### config.mk
export PLATFORM = sky130hd
export DESIGN_NAME = sbc_div
export DESIGN_NICKNAME = d
export VERILOG_FILES = /design/src/hdl/sbc_pkg.sv /design/src/hdl/sbc_div.sv
export SDC_FILE = /design/constraint.sdc
export NUM_CORES = 2
export LEC_CHECK = 0
export BUFFER_PORTS_ARGS = -buffer_cell sky130_fd_sc_hd__buf_2
export CAP_MARGIN = 0
export CORE_UTILIZATION = 55
export DETAILED_ROUTE_END_ITERATION = 10
export GPL_ROUTABILITY_DRIVEN = 0
export HOLD_SLACK_MARGIN = 0.12
export PLACE_DENSITY = 0.82
export SLEW_MARGIN = 20
export SYNTH_ARGS = -nofsm -noshare
export SYNTH_HDL_FRONTEND = slang
export SYNTH_SLANG_ARGS = --single-unit
### constraint.sdc
create_clock -name clk_i -period 12.4 [get_ports clk_i]
set_clock_uncertainty 0.1 [all_clocks]
set_input_delay 2.48 -clock clk_i [delete_from_list [all_inputs] [get_ports clk_i]]
set_output_delay 2.48 -clock clk_i [all_outputs]
set_load 0.02 [all_outputs]
### src/hdl/sbc_pkg.sv
// sbc_pkg: shared constants and types of the sphere/box contact pipeline.
// Used by sbc_front, sbc_sqrt, sbc_div and sphere_box_contact.
package sbc_pkg;

  // Normalizing: largest component lands with its top bit here
  localparam int NormTop   = 23;
  localparam int A_W       = NormTop + 1;       // scaled component magnitude
  localparam int LEN2_W    = 2 * A_W + 2;       // sum of three squares
  localparam int ROOT_W    = LEN2_W / 2;        // floor square root
  localparam int REM_W     = ROOT_W + 2;        // root remainder
  localparam int FracSh    = 14;                // Q2.14 normal fraction bits
  localparam int Q_W       = FracSh + 1;        // quotient magnitude, up to 1.0
  localparam int NRM_W     = 16;                // signed normal component
  localparam int DREM_W    = ROOT_W + 1;        // divider remainder
  localparam int RndHalf   = 1 << (FracSh - 1);

  // Iteration split over register stages
  localparam int SqrtSteps = 5;
  localparam int SqrtStg   = ROOT_W / SqrtSteps;
  localparam int DivSteps  = 3;
  localparam int DivStg    = Q_W / DivSteps;

  // Per-item decision flags that follow the data down the pipe
  typedef struct packed {
    logic miss;      // sphere does not touch the box
    logic enclosed;  // center inside the box on every axis
    logic zero;      // vector to normalize is all zero
  } item_flags_t;

endpackage

### src/hdl/sbc_div.sv
// sbc_div: three-lane pipelined rounded divide, component * 2^14 / length.
// Depends on sbc_pkg; carries an opaque sideband alongside.
module sbc_div #(
  parameter int SbW = 8
) (
  input  logic                          clk_i,
  input  logic                          rst_ni,
  input  logic                          adv_i,
  input  logic                          vld_i,
  input  logic [sbc_pkg::ROOT_W-1:0]    len_i,
  input  logic [2:0][sbc_pkg::A_W-1:0]  amag_i,
  input  logic [SbW-1:0]                sb_i,
  output logic                          vld_o,
  output logic [2:0][sbc_pkg::Q_W-1:0]  quo_o,
  output logic [SbW-1:0]                sb_o
);

  localparam int NSTG = sbc_pkg::DivStg;
  localparam int RW   = sbc_pkg::DREM_W;
  localparam int QW   = sbc_pkg::Q_W;
  localparam int LW   = sbc_pkg::ROOT_W;
  localparam int NW   = sbc_pkg::A_W + sbc_pkg::FracSh + 1;

  logic [2:0][RW-1:0] rem_q [NSTG];
  logic [2:0][QW-1:0] nb_q  [NSTG];
  logic [2:0][QW-1:0] quo_q [NSTG];
  logic [LW-1:0]      len_q [NSTG];
  logic [SbW-1:0]     sb_q  [NSTG];
  logic               vld_q [NSTG];

  for (genvar g = 0; g < NSTG; g++) begin : g_stg
    logic [2:0][RW-1:0] rem_s, rem_n;
    logic [2:0][QW-1:0] nb_s, nb_n, quo_s, quo_n;
    logic [LW-1:0]      len_s;
    logic [SbW-1:0]     sb_s;
    logic               vld_s;

    if (g == 0) begin : g_src
      // Form the rounded numerator and preload its top bits
      always_comb begin
        logic [NW-1:0] num;
        for (int l = 0; l < 3; l++) begin
          num      = {1'b0, amag_i[l], sbc_pkg::FracSh'(0)} + NW'(len_i >> 1);
          rem_s[l] = RW'(num >> QW);
          nb_s[l]  = num[QW-1:0];
          quo_s[l] = '0;
        end
      end
      assign len_s = len_i;
      assign sb_s  = sb_i;
      assign vld_s = vld_i;
    end else begin : g_src
      assign rem_s = rem_q[g-1];
      assign nb_s  = nb_q[g-1];
      assign quo_s = quo_q[g-1];
      assign len_s = len_q[g-1];
      assign sb_s  = sb_q[g-1];
      assign vld_s = vld_q[g-1];
    end

    // Restoring steps, one quotient bit each
    always_comb begin
      logic [RW-1:0] rem2;
      rem_n = rem_s;
      nb_n  = nb_s;
      quo_n = quo_s;
      for (int l = 0; l < 3; l++) begin
        for (int k = 0; k < sbc_pkg::DivSteps; k++) begin
          rem2     = {rem_n[l][RW-2:0], nb_n[l][QW-1]};
          nb_n[l]  = {nb_n[l][QW-2:0], 1'b0};
          if (rem2 >= {1'b0, len_s}) begin
            rem_n[l] = rem2 - {1'b0, len_s};
            quo_n[l] = {quo_n[l][QW-2:0], 1'b1};
          end else begin
            rem_n[l] = rem2;
            quo_n[l] = {quo_n[l][QW-2:0], 1'b0};
          end
        end
      end
    end

    always_ff @(posedge clk_i or negedge rst_ni) begin
      if (!rst_ni) begin
        vld_q[g] <= 1'b0;
      end else if (adv_i) begin
        vld_q[g] <= vld_s;
      end
    end

    always_ff @(posedge clk_i) begin
      if (adv_i) begin
        rem_q[g] <= rem_n;
        nb_q[g]  <= nb_n;
        quo_q[g] <= quo_n;
        len_q[g] <= len_s;
        sb_q[g]  <= sb_s;
      end
    end
  end

  assign vld_o = vld_q[NSTG-1];
  assign quo_o = quo_q[NSTG-1];
  assign sb_o  = sb_q[NSTG-1];

endmodule

# Word level (Yosys, flattened, before mapping)
# Memories as Yosys holds them, arrays and structs flattened.
# Index checks and enable logic that the tools add are counted.
[totals]
ff_bits = 5
mem_bits_rw = 960
in_bits = 109
out_inout_bits = 54
word_cells = 195
memories = 5
[mem_list]
columns = ["memory", "depth", "word_bits", "read_ports", "rd_clocked_by_memory_dff", "write_ports", "line_no", "rtl"]
rows = [
  ["rem_q", 5, 78, 4, 0, 5, "sbc_div.sv:24", "logic [2:0][RW-1:0] rem_q [NSTG];"],
  ["quo_q", 5, 45, 5, 0, 5, "sbc_div.sv:26", "logic [2:0][QW-1:0] quo_q [NSTG];"],
  ["nb_q", 5, 36, 4, 0, 5, "sbc_div.sv:25", "logic [2:0][QW-1:0] nb_q [NSTG];"],
  ["len_q", 5, 25, 4, 0, 5, "sbc_div.sv:27", "logic [LW-1:0] len_q [NSTG];"],
  ["sb_q", 5, 8, 5, 0, 5, "sbc_div.sv:28", "logic [SbW-1:0] sb_q [NSTG];"],
]
[classes]
n_addsub = 48
magnitude_cmp = 45
mux = 92
[ops]
columns = ["op", "count"]
rows = [
  [">= comparator 26 x 25 -> 1 bit", 42],
  ["two-way mux 25 bit", 30],
  ["subtractor 25 bit", 30],
  ["two-way mux 26 bit", 15],
  ["subtractor 26 x 25 -> 26 bit", 15],
  ["adder 38 x 24 -> 39 bit", 3],
  [">= comparator 25 bit", 3],
  ["two-way mux 1 bit", 47],
]

# Depth between registers and ports, before layout
[logic_depth]
word_depth = 7
mapped_depth = 51
depth_no_buf = 48

# Worst setup path before layout
# No wires, ideal clock.
[synth_path]
path_type = "input-to-reg"
start = "in len_i[16] in the netlist's numbering"
end = "mem rem_q[0][13] in the netlist's numbering (data pin)"
setup_time_ns = 0.260
arrival_time_ns = 12.425
required_time_ns = 12.040
setup_slack_ns = -0.384
cell_stages = 49
path_buffers = 5
cell_sequence = "inv_1 -> fa_1 -> nor2b_1 -> o21ai_1 -> a21oi_1 -> o211ai_1 -> a21boi_0 -> o21ai_0 -> and3_1 -> nor2_1 -> ha_1 -> a21o_1 -> a21o_1 -> a21oi_1 -> nand3_1 -> o211a_1 -> nor3_4 -> inv_1 -> [13 not listed] -> buf_1 -> nor2_1 -> a21oi_1 -> fa_1 -> a21o_1 -> a21oi_1 -> o21bai_1 -> a21oi_1 -> a21oi_1 -> a221o_1 -> a21boi_0 -> o31ai_1 -> nor3_1 -> or2_1 -> buf_4 -> inv_4 -> buf_2 -> mux2_2"
[synth_lines]
columns = ["element", "line_no", "rtl"]
rows = [
  ["start, declared", "sbc_div.sv:10", "input logic [sbc_pkg::ROOT_W-1:0] len_i,"],
  ["end, declared", "sbc_div.sv:24", ""],
]

==> impl_metrics.csv <==
group,metric,value,unit
clock_tree,clkSlewWorstSetupHoldPaths,60,ps
critical_path,arrival,12260,ps
sta,report.final.slew_viol_count,0,
route,antenna_left,0,
synthesis,synth_cell_types,99,
clock_tree,ctsHoldBuffers,0,
synthesis,seq_area_frac_synth,0.212,
sta,maxSlewHeadroom,0.258,
sta,rsz0062_at_grt,"no",
synthesis,synth_edf_count,575,
sta,min_period,11940,ps
critical_path,slowest_stage,"fa_1",
clock_tree,cts_tree,"built",
global_routing,overflow,0,
synthesis,synth_seq_cells,580,
min_path,min-delay-start,"sb_q[0][16]",
floorplan,boundaryPins,163,
cells_and_area,fill_cells,12400,
status,status,"finished clean",
critical_path,crit_top_cell,"a21oi_1",
floorplan,die_x,388,um
route,firstDrtPassIters,8,
floorplan,die_h,388,um
synthesis,synth.avg_cell_area,8.45,um^2
synthesis,synth_area,0.0821,mm^2
global_routing,grtUsageTotal,0.322,
critical_path,timing.rr.start,"len_q[0][56]",
critical_path,slowest_delay,470,ps
route,routed_wl,254,mm
critical_path,startpoint,"len_i[16]",
clock_tree,cts-buffers-inserted,72,
route,vias_per_cell,6.55,
cells_and_area,multiInputGateArea,0.0623,mm^2
global_routing,grt_max_degree,166,
job,maxCapViolations,0,
sta,max_freq,83.7,MHz
clock_tree,cts.sinks,580,
sta,holdWs,313,ps
critical_path,crit_type,"input pin to register",
clock_tree,cts_root_buf,"clkbuf_16",
sta,setup_viol,0,
global_routing,grt_pass1_vias,74200,
route,route.detailed.drc,0,
global_routing,grt_pass1_wl,393,mm
floorplan,start_util,0.555,
cells_and_area,area_delta_synth_final,8.57,%
critical_path,required,12710,ps
clock_tree,h-tree-depth,3,
placed_design,dp_hpwl,198,mm
clock_tree,insertion_delay,710,ps
cells_and_area,seq_area,0.0174,mm^2
synthesis,netlist_instances,9712,
min_path,hold_path_class,"register to register",
floorplan,core-area,0.148,mm^2
route,drt_iter0_drc,8515,
floorplan,rows,141,
floorplan,dieArea,0.151,mm^2
sta,period_share,0.963,
cells_and_area,drive_above_1_share,0.111,
sta,tightest_slew,1110,ps
cells_and_area,nNetsFinal,11300,
critical_path,path_max_fanout,21,
synthesis,ys_warn_count,0,
critical_path,start_kind,"input pin",
route,vias,78800,
placed_design,port_buffers,162,
sta,finalHoldViolCount,0,
cells_and_area,final_cell_mix,"ha_1 (1127), a21oi_1 (958), nand2_1 (715), nor2_1 (703), o21ai_0 (682)",
global_routing,antenna_found_initial,6,
synthesis,ys.flop_type,"edfxtp_1",
synthesis,synth_nets,11000,
clock_tree,cts_max_path_buffers,3,
cells_and_area,final_core_util,0.603,
route,wl_per_cell,21.2,um
critical_path,endpoint_kind,"register",
cells_and_area,final_common_cell,"ha_1",
synthesis,ys_async_sr_fraction,0.00862,
cells in the mapped netlist (all sizes together) (162+ instances only):
cell	number	area, um^2
ha	1127	14100
a21oi	964	4830
nand2	717	2690
nor2	706	2650
o21ai	691	3460
xnor2	592	5180
edfxtp	575	17300
inv	486	1830
mux2	427	4810
a21o	412	3090
xor2	318	2790
nand3	217	1090
nor3	208	1080
nand2b	162	1010
cell families (layout without fill, tap and decap cells):
kind of cell | after synthesis | in the layout | share of synthesized area
adders and majority gates | 1172 | 1172 | 0.183
DFF | 580 | 580 | 0.212
muxes | 520 | 520 | 0.0699
xor gates and xnor gates | 910 | 910 | 0.0971
and+or+nand+nor | 2649 | 2649 | 0.155
AOI/OAI and AO/OA | 3205 | 3205 | 0.251
buffers and inverters | 676 | 1053 | 0.0315
other | 0 | 3 | 0
cell type report:
cell class	count	share of cell area
inverter	494	0.0209
multi-input combinational	8456	0.699
timing repair buffer	432	0.0324
clock inverter	47	0.00477
clock buffer	80	0.0208
antenna	3	0.0000843
sequential	580	0.195
tap	1930	0.0271
through the flow:
stage | setup TNS, ps | setup WS (ps) | instances | instance area, um^2
floorplan | 0 | 15.0 | 9712 | 82100
global placement | -5010 | -391 | 11900 | 86700
detailed placement | -6730 | -258 | 11900 | 86700
CTS | 0 | 425 | 12000 | 89000
global route | 0 | 3.79 | 12000 | 89100
finish | 0 | 459 | 12000 | 89100
metal layers:
metal	GRT usage	wire length [um]
met1	0.390	97700
met2	0.515	111000
met3	0.0398	22200
met4	0.260	23300
met5	0	46
worst max-delay path, delay by kind of cell:
kind / cells / cell delay (ps)
buf+inv: 7 / 1190
compound gates: 26 / 5270
mux: 2 / 590
simple gates: 6 / 950
fa+ha+maj: 4 / 1530
xor+xnor: 1 / 220
path summary, 6_finish.rpt:
path / end / slack (ps) / depth (start not counted)
max: rem_q[0][61] / 460 / 46
min: sb_q[0][24] / 310 / 0
max reg2reg: rem_q[0][257] / 620 / 38
min reg2reg: sb_q[0][24] / 310 / 0
max in group asynchronous: g_stg[3].vld_s / 10550 / 1
min in group asynchronous: vld_o / 1510 / 1
registers in the layout, summed over array words and instances, names as in the netlist:
name         flops
sb_q            40
rem_q          300
len_q          100
g_stg.vld_s      4
vld_o            1
quo_q          135
what timing repair did:
action                                  4_1_cts  5_1_grt
endpoints found under the setup margin        0      103
resized for setup                             0       25
buffers inserted                              0        1
Power is left out: the tool's default activity adds up to more than one toggle a clock period on the data nets, which glitch-free logic cannot reach.
