===== src/hdl/sbc_pkg.sv =====
// sbc_pkg: shared constants and types of the sphere/box contact pipeline.
// Used by sbc_front, sbc_sqrt, sbc_div and sphere_box_contact.
package sbc_pkg;

  // Normalizing: largest component lands with its top bit here
  localparam int NormTop   = 23;
  localparam int A_W       = NormTop + 1;       // scaled component magnitude
  localparam int LEN2_W    = 2 * A_W + 2;       // sum of three squares
  localparam int ROOT_W    = LEN2_W / 2;        // floor square root
  localparam int REM_W     = ROOT_W + 2;        // root remainder
  localparam int FracSh    = 14;                // Q2.14 normal fraction bits
  localparam int Q_W       = FracSh + 1;        // quotient magnitude, up to 1.0
  localparam int NRM_W     = 16;                // signed normal component
  localparam int DREM_W    = ROOT_W + 1;        // divider remainder
  localparam int RndHalf   = 1 << (FracSh - 1);

  // Iteration split over register stages
  localparam int SqrtSteps = 5;
  localparam int SqrtStg   = ROOT_W / SqrtSteps;
  localparam int DivSteps  = 3;
  localparam int DivStg    = Q_W / DivSteps;

  // Per-item decision flags that follow the data down the pipe
  typedef struct packed {
    logic miss;      // sphere does not touch the box
    logic enclosed;  // center inside the box on every axis
    logic zero;      // vector to normalize is all zero
  } item_flags_t;

endpackage


===== src/hdl/sbc_sqrt.sv =====
// sbc_sqrt: pipelined floor square root, a few result bits per stage.
// Depends on sbc_pkg; carries an opaque sideband alongside.
module sbc_sqrt #(
  parameter int SbW = 8
) (
  input  logic                        clk_i,
  input  logic                        rst_ni,
  input  logic                        adv_i,
  input  logic                        vld_i,
  input  logic [sbc_pkg::LEN2_W-1:0]  rad_i,
  input  logic [SbW-1:0]              sb_i,
  output logic                        vld_o,
  output logic [sbc_pkg::ROOT_W-1:0]  root_o,
  output logic [SbW-1:0]              sb_o
);

  localparam int NSTG = sbc_pkg::SqrtStg;
  localparam int RW   = sbc_pkg::REM_W;
  localparam int TW   = sbc_pkg::ROOT_W;
  localparam int LW   = sbc_pkg::LEN2_W;

  logic [RW-1:0]  rem_q  [NSTG];
  logic [TW-1:0]  root_q [NSTG];
  logic [LW-1:0]  rad_q  [NSTG];
  logic [SbW-1:0] sb_q   [NSTG];
  logic           vld_q  [NSTG];

  for (genvar g = 0; g < NSTG; g++) begin : g_stg
    logic [RW-1:0]  rem_s, rem_n;
    logic [TW-1:0]  root_s, root_n;
    logic [LW-1:0]  rad_s, rad_n;
    logic [SbW-1:0] sb_s;
    logic           vld_s;

    if (g == 0) begin : g_src
      assign rem_s  = '0;
      assign root_s = '0;
      assign rad_s  = rad_i;
      assign sb_s   = sb_i;
      assign vld_s  = vld_i;
    end else begin : g_src
      assign rem_s  = rem_q[g-1];
      assign root_s = root_q[g-1];
      assign rad_s  = rad_q[g-1];
      assign sb_s   = sb_q[g-1];
      assign vld_s  = vld_q[g-1];
    end

    // Bring in two radicand bits, try the next root bit
    always_comb begin
      logic [RW-1:0] rem2;
      logic [RW-1:0] trial;
      rem_n  = rem_s;
      root_n = root_s;
      rad_n  = rad_s;
      for (int k = 0; k < sbc_pkg::SqrtSteps; k++) begin
        rem2  = {rem_n[RW-3:0], rad_n[LW-1 -: 2]};
        trial = {root_n, 2'b01};
        rad_n = {rad_n[LW-3:0], 2'b00};
        if (rem2 >= trial) begin
          rem_n  = rem2 - trial;
          root_n = {root_n[TW-2:0], 1'b1};
        end else begin
          rem_n  = rem2;
          root_n = {root_n[TW-2:0], 1'b0};
        end
      end
    end

    always_ff @(posedge clk_i or negedge rst_ni) begin
      if (!rst_ni) begin
        vld_q[g] <= 1'b0;
      end else if (adv_i) begin
        vld_q[g] <= vld_s;
      end
    end

    always_ff @(posedge clk_i) begin
      if (adv_i) begin
        rem_q[g]  <= rem_n;
        root_q[g] <= root_n;
        rad_q[g]  <= rad_n;
        sb_q[g]   <= sb_s;
      end
    end
  end

  assign vld_o  = vld_q[NSTG-1];
  assign root_o = root_q[NSTG-1];
  assign sb_o   = sb_q[NSTG-1];

endmodule


===== config.mk =====
export PLATFORM = sky130hd
export DESIGN_NAME = sbc_sqrt
export DESIGN_NICKNAME = d
export VERILOG_FILES = /design/src/hdl/sbc_pkg.sv /design/src/hdl/sbc_sqrt.sv
export SDC_FILE = /design/constraint.sdc
export NUM_CORES = 1
export LEC_CHECK = 0
export BUFFER_PORTS_ARGS = -buffer_cell sky130_fd_sc_hd__buf_4
export CELL_PAD_IN_SITES_DETAIL_PLACEMENT = 0
export CELL_PAD_IN_SITES_GLOBAL_PLACEMENT = 1
export CORE_MARGIN = 2
export CORE_UTILIZATION = 54
export DETAILED_ROUTE_END_ITERATION = 10
export PLACE_DENSITY_LB_ADDON = 0.3
export SLEW_MARGIN = 30
export SYNTH_ARGS = -nofsm -noshare
export SYNTH_HDL_FRONTEND = slang
export SYNTH_SLANG_ARGS = --single-unit

===== constraint.sdc =====
create_clock -name clk_i -period 31.7 [get_ports clk_i]
set_input_delay 4.755 -clock clk_i [delete_from_list [all_inputs] [get_ports clk_i]]
set_output_delay 4.755 -clock clk_i [all_outputs]
set_load 0.05 [all_outputs]

Yosys cells after proc, flatten, opt, wreduce, memory -nomap -nowiden. Memories as Yosys holds them, arrays and structs flattened. Cells that the tools add are included. W data, S select, Z words.

Bits in registers: 5. Memory bits (writable): 500. Bits of input ports: 62. Output and inout bits: 34. Word-level logic and storage cells: 111. Memories: 4.

Add/subtract/negate cells: 25. $lt $le $gt $ge: 25. Mux-type cells: 52.

Memories: rad_q (depth 5, width 40, read ports 4, clocked after Yosys merged registers in 0, wr ports 5, RTL line sbc_sqrt.sv:24) `logic [LW-1:0] rad_q [NSTG];`; rem_q (depth 5, width 27, read ports 4, clocked after Yosys merged registers in 0, wr ports 5, RTL line sbc_sqrt.sv:22) `logic [RW-1:0] rem_q [NSTG];`; root_q (depth 5, width 25, read ports 5, clocked after Yosys merged registers in 0, wr ports 5, RTL line sbc_sqrt.sv:23) `logic [TW-1:0] root_q [NSTG];`; sb_q (depth 5, width 8, read ports 5, clocked after Yosys merged registers in 0, wr ports 5, RTL line sbc_sqrt.sv:25) `logic [SbW-1:0] sb_q [NSTG];`.

Operators with widths (count): $ge A27 B27 Y1 (20); $mux W25 (20); $sub A25 B25 Y25 (16); $mux W27 (5); $sub A27 B27 Y27 (4); $ge A27 B3 Y1 (1); $ge A27 B4 Y1 (1); $ge A27 B5 Y1 (1); $ge A27 B6 Y1 (1); $mux W1 (27); $sub A27 B6 Y27 (1); $sub A25 B3 Y25 (1); $sub A25 B4 Y25 (1); $sub A25 B5 Y25 (1); $sub A2 B1 Y3 const B (1); $ge A2 B1 Y1 const B (1).

Longest topological paths before layout. Gate-level depths: netlist of run 1. An unclocked memory read counts as a cell.

Word-level depth: 11. Mapped depth: 73. Mapped depth without buffers: 66.

Least setup slack after synthesis of run 1. No wires, ideal clock.

Path type: register to register. From: mem root_q[0][62] (netlist name). To: mem rem_q[0][100] (netlist name) (data pin). Library setup time: 0.260 ns. Arrival: 13.910 ns. Setup slack: 17.530 ns. Stages on the path, launching flop included: 71. Period minus slack after synthesis: 14.170 ns. Cells stage by stage: edfxtp_1 inv_1 ha_1 clkbuf_1 a211oi_1 o21ai_0 a2111oi_0 and2_1 clkbuf_1 nand2_1 clkinv_1 buf_1 o21ai_0 ha_1 clkbuf_1 a21o_1 a21o_1 a21o_1 [35 not listed] clkinv_1 clkbuf_1 buf_1 nor2_1 a21oi_1 inv_1 ha_1 nand3_1 nor2_1 nand4_1 o311ai_0 a211oi_1 mux2_2 and3_1 clkbuf_1 nand2_1 buf_2 mux2_2.

RTL lines (RTL line): start: declaration (sbc_sqrt.sv:23); end: declaration (sbc_sqrt.sv:22).

==> results of run 1 <==
[cells in the mapped netlist (32+ instances only)]
| cell | number |
|---|---|
| o31ai_1 | 44 |
| or3_1 | 49 |
| xnor2_1 | 246 |
| clkbuf_1 | 77 |
| nand3_1 | 120 |
| a21o_1 | 192 |
| or2_2 | 42 |
| nor2_1 | 367 |
| mux2_2 | 71 |
| nor3_1 | 126 |
| o211ai_1 | 32 |
| nand4_1 | 85 |
| nor4_1 | 53 |
| ha_1 | 349 |
| o21bai_1 | 33 |
| o21a_1 | 56 |
| xor2_1 | 132 |
| edfxtp_1 | 315 |
| a31oi_1 | 62 |
| o21ai_0 | 239 |
| inv_1 | 194 |
| a21oi_1 | 402 |
| and2_1 | 54 |
| nand2_1 | 398 |
| and3_1 | 55 |
| nand2b_1 | 67 |
| a211oi_1 | 35 |
| nor2b_1 | 48 |
[worst paths after layout]
check	startpoint	to	slack, ns	depth (start not counted)
max in group asynchronous	rst_ni	g_stg[4].vld_s	27.61	1
setup reg to reg	root_q[0][62]	rem_q[0][86]	14.11	56
hold / removal	rad_q[0][67]	rad_q[0][117]	0.41	0
min in group asynchronous	rst_ni	g_stg[3].vld_s	3.98	1
setup / recovery	root_q[0][62]	rem_q[0][86]	14.11	56
hold reg to reg	rad_q[0][67]	rad_q[0][117]	0.41	0
[final cells by class]
type                    instances  area, sq um  share of cell area [%]
clock buffers                  45         1020                   2.586
clock inverters                23        246.5                  0.6250
inverters                     209        784.5                   1.989
multi-input cells            3781        25820                   65.48
flip-flops and latches        320         9584                   24.30
well taps                     873         1092                   2.770
repair buffers                115        887.1                   2.249
[metal layers]
layer | up-vias | global-route usage (%)
met1 | 15890 | 40.28
met5 | - | 0
li1 | 16710 | -
met4 | 0 | 9.582
met2 | 977 | 52.16
met3 | 192 | 3.716
[registers in the layout, indices dropped and copies added, names as in the netlist]
| name | count |
|---|---|
| vld_o | 1 |
| sb_q | 40 |
| g_stg.vld_s | 4 |
| rad_q | 100 |
| rem_q | 100 |
| root_q | 75 |
[kinds of logic after synthesis]
group	share of synthesized area, %
AO/OA/AOI/OAI	23.65
buffers and inverters	3.403
multiplexers	3.123
XOR/XNOR	9.130
adder cells (fa/ha/maj)	11.92
other	0.01024
AND/OR/NAND/NOR	22.59
flip-flops	26.17
[stage by stage]
stage	utilization (%)	area (sq um)	std cells	setup WS [ns]
after floorplan	-	36630	4424	17.53
after global placement	56.81	38150	5298	14.82
after detailed placement	56.81	38160	5298	14.55
after CTS	58.70	39420	5366	14.52
after global routing	58.72	39440	5366	12.78
final	58.72	39440	5366	14.11
==> flow_summary.ini, run 1 <==
[status]
status = complete, no violations

[grt]
antenna_found_initial = 1
grt_usage_pct = 30.53
grt.overflow.total = 0
grt_pass1_wl_um = 172100
grt_start_max_net_pins = 145
grt_pass1_vias = 31480

[timing]
setup_tns_ns = 0
rsz0062_at_grt = false
fmax_mhz = 56.86
setup_viol = 0
finalCriticalPeriod_ns = 17.59
finalHoldViolCount = 0
worst_slew_pin_slew_ns = 1.003
skew_ns = 0.04642
finalCritPeriodShare_pct = 55.48
slew_headroom_pct = 33.16
holdWs_ns = 0.4096
final_max_slew_viol_count = 0

[critical_path]
cp_num_buf_inv = 7
cp-start-kind = register
slowest_delay_ns = 0.83
crit_arrival_ns = 17.92
crit_path_max_fanout = 35
critPathRequiredTime_ns = 32.03
crit_path_frequent_cell = o21ai_0
cpMaxStageDelayCell = clkinv_1
critPathCaptureType = register
crit_type = register to register
critPathTopFamily = simple AND/OR/NAND/NOR gates

[route]
wl_per_cell_um = 20.48
vias = 33770
wl_met1_um = 48130
wl_met2_um = 52030
dr.max_layer_used = met4
ant_nets = 0
drt_wl_total_um = 109900
drtIter0Drc = 2879
firstDrtPassIters = 7
wl_met3_um = 6292
drc = 0
routed_via_density = 6.294

[clocking]
cts_tree = yes
cts_buffers = 39
insertion_delay_ns = 0.59
cts_max_level = 2
clockBufferDepth = 3
cts_resized = 0
postCtsSetupBuffers = 0
clk_pin_slew_worst_paths_ns = 0.06
clock_sinks = 320
clock-root-buffer = clkbuf_16
cts_hold_buf = 0

[logic_synthesis]
synth_flop_cell = edfxtp_1
synth_top_area_cell = edfxtp_1
synth-edff-count = 315
async_flop_share_pct = 1.563
synthDistinctLibCells = 108
yosysSeqAreaShare_pct = 26.17
synthTopCellsByArea = edfxtp_1 26%, ha_1 12%, xnor2_1 5.9%
synth.avg_cell_area_sq_um = 8.281
synth_area_sq_um = 36620
synth.top_cell.area_share_pct = 25.83
synthCells = 4422
synth_seq_cells = 320
yosysWarnings = 0

[floorplanning]
die_h_um = 264.4
ioPinCount = 96
row_count = 95
start_util_pct = 54.53
chipWidth_um = 264.4
die_area_sq_um = 69910
core_sq_um = 67160

[final_layout]
final_layout_size_suffix_gt1_share_pct = 8.035
layout_common_cells = 402 x a21oi_1, 398 x nand2_1, 367 x nor2_1
nFillCells = 6208
layout_commonest_cell = a21oi_1
nNetsFinal = 4877
diodes = 0
area_growth_pct = 7.695

[placement]
finalWeightedCongestion = 0.9547
post-dp-hpwl_um = 86300
port_buffers = 95

[min_path]
hp-class = register to register

[flow_run]
cap_violations = 0
Power of run 1 is not shown: default switching activity piles up to over one toggle a cycle in this logic, so the estimate is an artifact.
==> run 2: changes to the inputs <==
--- a/config.mk
+++ b/config.mk
@@ -5,11 +5,12 @@
 export SDC_FILE = /design/constraint.sdc
 export NUM_CORES = 1
 export LEC_CHECK = 0
+export ABC_AREA = 1
 export BUFFER_PORTS_ARGS = -buffer_cell sky130_fd_sc_hd__buf_4
 export CELL_PAD_IN_SITES_DETAIL_PLACEMENT = 0
 export CELL_PAD_IN_SITES_GLOBAL_PLACEMENT = 1
 export CORE_MARGIN = 2
-export CORE_UTILIZATION = 54
+export CORE_UTILIZATION = 47
 export DETAILED_ROUTE_END_ITERATION = 10
 export PLACE_DENSITY_LB_ADDON = 0.3
 export SLEW_MARGIN = 30
==> constraint.sdc (replaced) <==
create_clock -name clk_i -period 18 [get_ports clk_i]
set_input_delay 2.7 -clock clk_i [delete_from_list [all_inputs] [get_ports clk_i]]
set_output_delay 2.7 -clock clk_i [all_outputs]
set_load 0.05 [all_outputs]
==> flow_summary.ini, run 2 <==
[timing]
rsz0062_at_grt = false
fin_ws_ns = 2.702
slew_headroom_pct = 38.70
final_max_slew_viol_count = 0
skew_ns = 0.03489
setup_viol = 0
finalHoldViolCount = 0
worst_slew_pin_slew_ns = 0.9184
finalCriticalPeriod_ns = 15.30
finalCritPeriodShare_pct = 84.99
fmax_mhz = 65.37
setup_tns_ns = 0

[floorplanning]
core_sq_um = 86620
row_count = 108
chipWidth_um = 299.6
die_h_um = 299.6
die_area_sq_um = 89740
start_util_pct = 47.40
ioPinCount = 96

[critical_path]
cp_num_buf_inv = 8
crit_path_max_fanout = 31
reg2reg_depth = 59
critPathCaptureType = register
crit_arrival_ns = 15.66
crit_type = register to register
critPathRequiredTime_ns = 18.36
critPathTopFamily = simple AND/OR/NAND/NOR gates
r2r_slack_ns = 2.70
cpMaxStageDelayCell = inv_1
cp-start-kind = register
crit_path_frequent_cell = nand2_1
slowest_delay_ns = 0.87
r2r-start = root_q[0][76]
worstReg2RegEnd = root_q[0][100]

[logic_synthesis]
yosysSeqAreaShare_pct = 23.34
synthDistinctLibCells = 67
synth-edff-count = 315
async_flop_share_pct = 1.563
synthTopCellsByArea = edfxtp_1 23%, nand2_1 17%, ha_1 11%
synth_flop_cell = edfxtp_1
synthCells = 6398
yosys.cell_count.top_type = nand2_1
synth_seq_cells = 320
yosysWarnings = 0
synth.avg_cell_area_sq_um = 6.417
synth_top_area_cell = edfxtp_1
netlist_top_cells_count = 1818 x nand2_1, 900 x inv_1, 689 x nor2_1, 448 x nand3_1, 411 x o21ai_0
synth_area_sq_um = 41060
synth.top_cell.area_share_pct = 23.04

[route]
routed_via_density = 5.443
drc = 0
drtIter0Drc = 3938
firstDrtPassIters = 6
drt_wl_total_um = 137800
ant_nets = 0
vias = 41650
wl_per_cell_um = 18.01

[clocking]
cts_buffers = 40
cts_resized = 0
cts_tree = yes
insertion_delay_ns = 0.62
clock-root-buffer = clkbuf_16
cts_max_level = 2
clockBufferDepth = 3
cts_hold_buf = 0
clk_pin_slew_worst_paths_ns = 0.06
postCtsSetupBuffers = 0
clock_sinks = 320

[final_layout]
fin_area_sq_um = 44100
final_layout_size_suffix_gt1_share_pct = 6.282
post_layout_nonfiller_instances = 7651
nFillCells = 9093
layout_commonest_cell = nand2_1
top_regs = rad_q (100), rem_q (100), root_q (75)
layout_common_cells = 1818 x nand2_1, 900 x inv_1, 689 x nor2_1
area_growth_pct = 7.399
nNetsFinal = 6878

[placement]
post-dp-hpwl_um = 113500
finalWeightedCongestion = 1.015
dp_slack_ns = 3.004
dp_cells = 7579
port_buffers = 95
dpl-instance-area_sq_um = 42830

[min_path]
hp-class = register to register
worstHoldPathCells = 0
hold_end = rad_q[0][71]
hold_start = rad_q[0][21]

[grt]
grt.overflow.total = 0
antenna_found_initial = 0
grt_start_max_net_pins = 77
grt_pass1_vias = 38520
grt_pass1_wl_um = 214200
grt_usage_pct = 30.00

[flow_run]
cap_violations = 0

[status]
status = complete, no violations
run 2: changes by cell type after synthesis, moves of 57 or more:
| cell | before | now |
|---|---|---|
| a21o_1 | 192 | 16 |
| inv_1 | 194 | 900 |
| mux2_2 | 71 | 1 |
| nand2_1 | 398 | 1818 |
| nand2b_1 | 67 | 0 |
| nand3_1 | 120 | 448 |
| nand4_1 | 85 | 142 |
| nor2_1 | 367 | 689 |
| o21ai_0 | 239 | 411 |
| xnor2_1 | 246 | 127 |
run 2: per-stage QoR:
step	hold slack, ns	utilization [%]
final	0.4065	50.91
after global routing	0.4108	50.91
after CTS	0.4028	50.86
after detailed placement	0.4045	49.45
after global placement	0.4004	49.45
after floorplan	0.4003	-
run 2: logic make-up (layout without fill, tap and decap cells):
| logic type | Yosys count | after routing | share of synthesized area, % |
|---|---|---|---|
| compound gates | 990 | 990 | 13.19 |
| xor+xnor | 279 | 279 | 5.952 |
| fa+ha+maj | 349 | 349 | 10.64 |
| buf+inv | 1013 | 1108 | 9.721 |
| flops | 320 | 320 | 23.34 |
| mux | 3 | 3 | 0.07618 |
| other cells | 1 | 4 | 0.009133 |
| simple gates | 3443 | 3443 | 37.08 |
run 2: area by class of cell:
type                    count  area [sq um]  share of cell area, %
flip-flops and latches    320          9584                  21.73
multi-input cells        5067         27500                  62.35
well taps                1155          1445                  3.277
clock buffers              47          1027                  2.330
diodes                      1         2.502               0.005675
inverters                 928          3485                  7.902
repair buffers            110         857.1                  1.944
clock inverters            23         200.2                 0.4540
run 2: worst max path at each step:
stage,start,endpoint,slack (ns),cells past startpoint
floorplan,root_q[0][54],rem_q[0][86],7.45,66
global placement,root_q[0][85],root_q[0][100],3.12,59
detailed placement,root_q[0][76],root_q[0][100],3.00,59
CTS,root_q[0][76],root_q[0][100],2.92,59
global route,root_q[0][76],root_q[0][100],1.16,59
finish,root_q[0][76],root_q[0][100],2.70,59
run 2: per-layer routing:
layer	vias up	share of wire (%)	GRT usage [%]
met4	0	2.8	8.202
li1	21240	-	-
met5	-	0	0
met1	19000	46	41.07
met2	1210	46	50.55
met3	194	5.3	2.696
Power of run 2 is left out for the same reason.
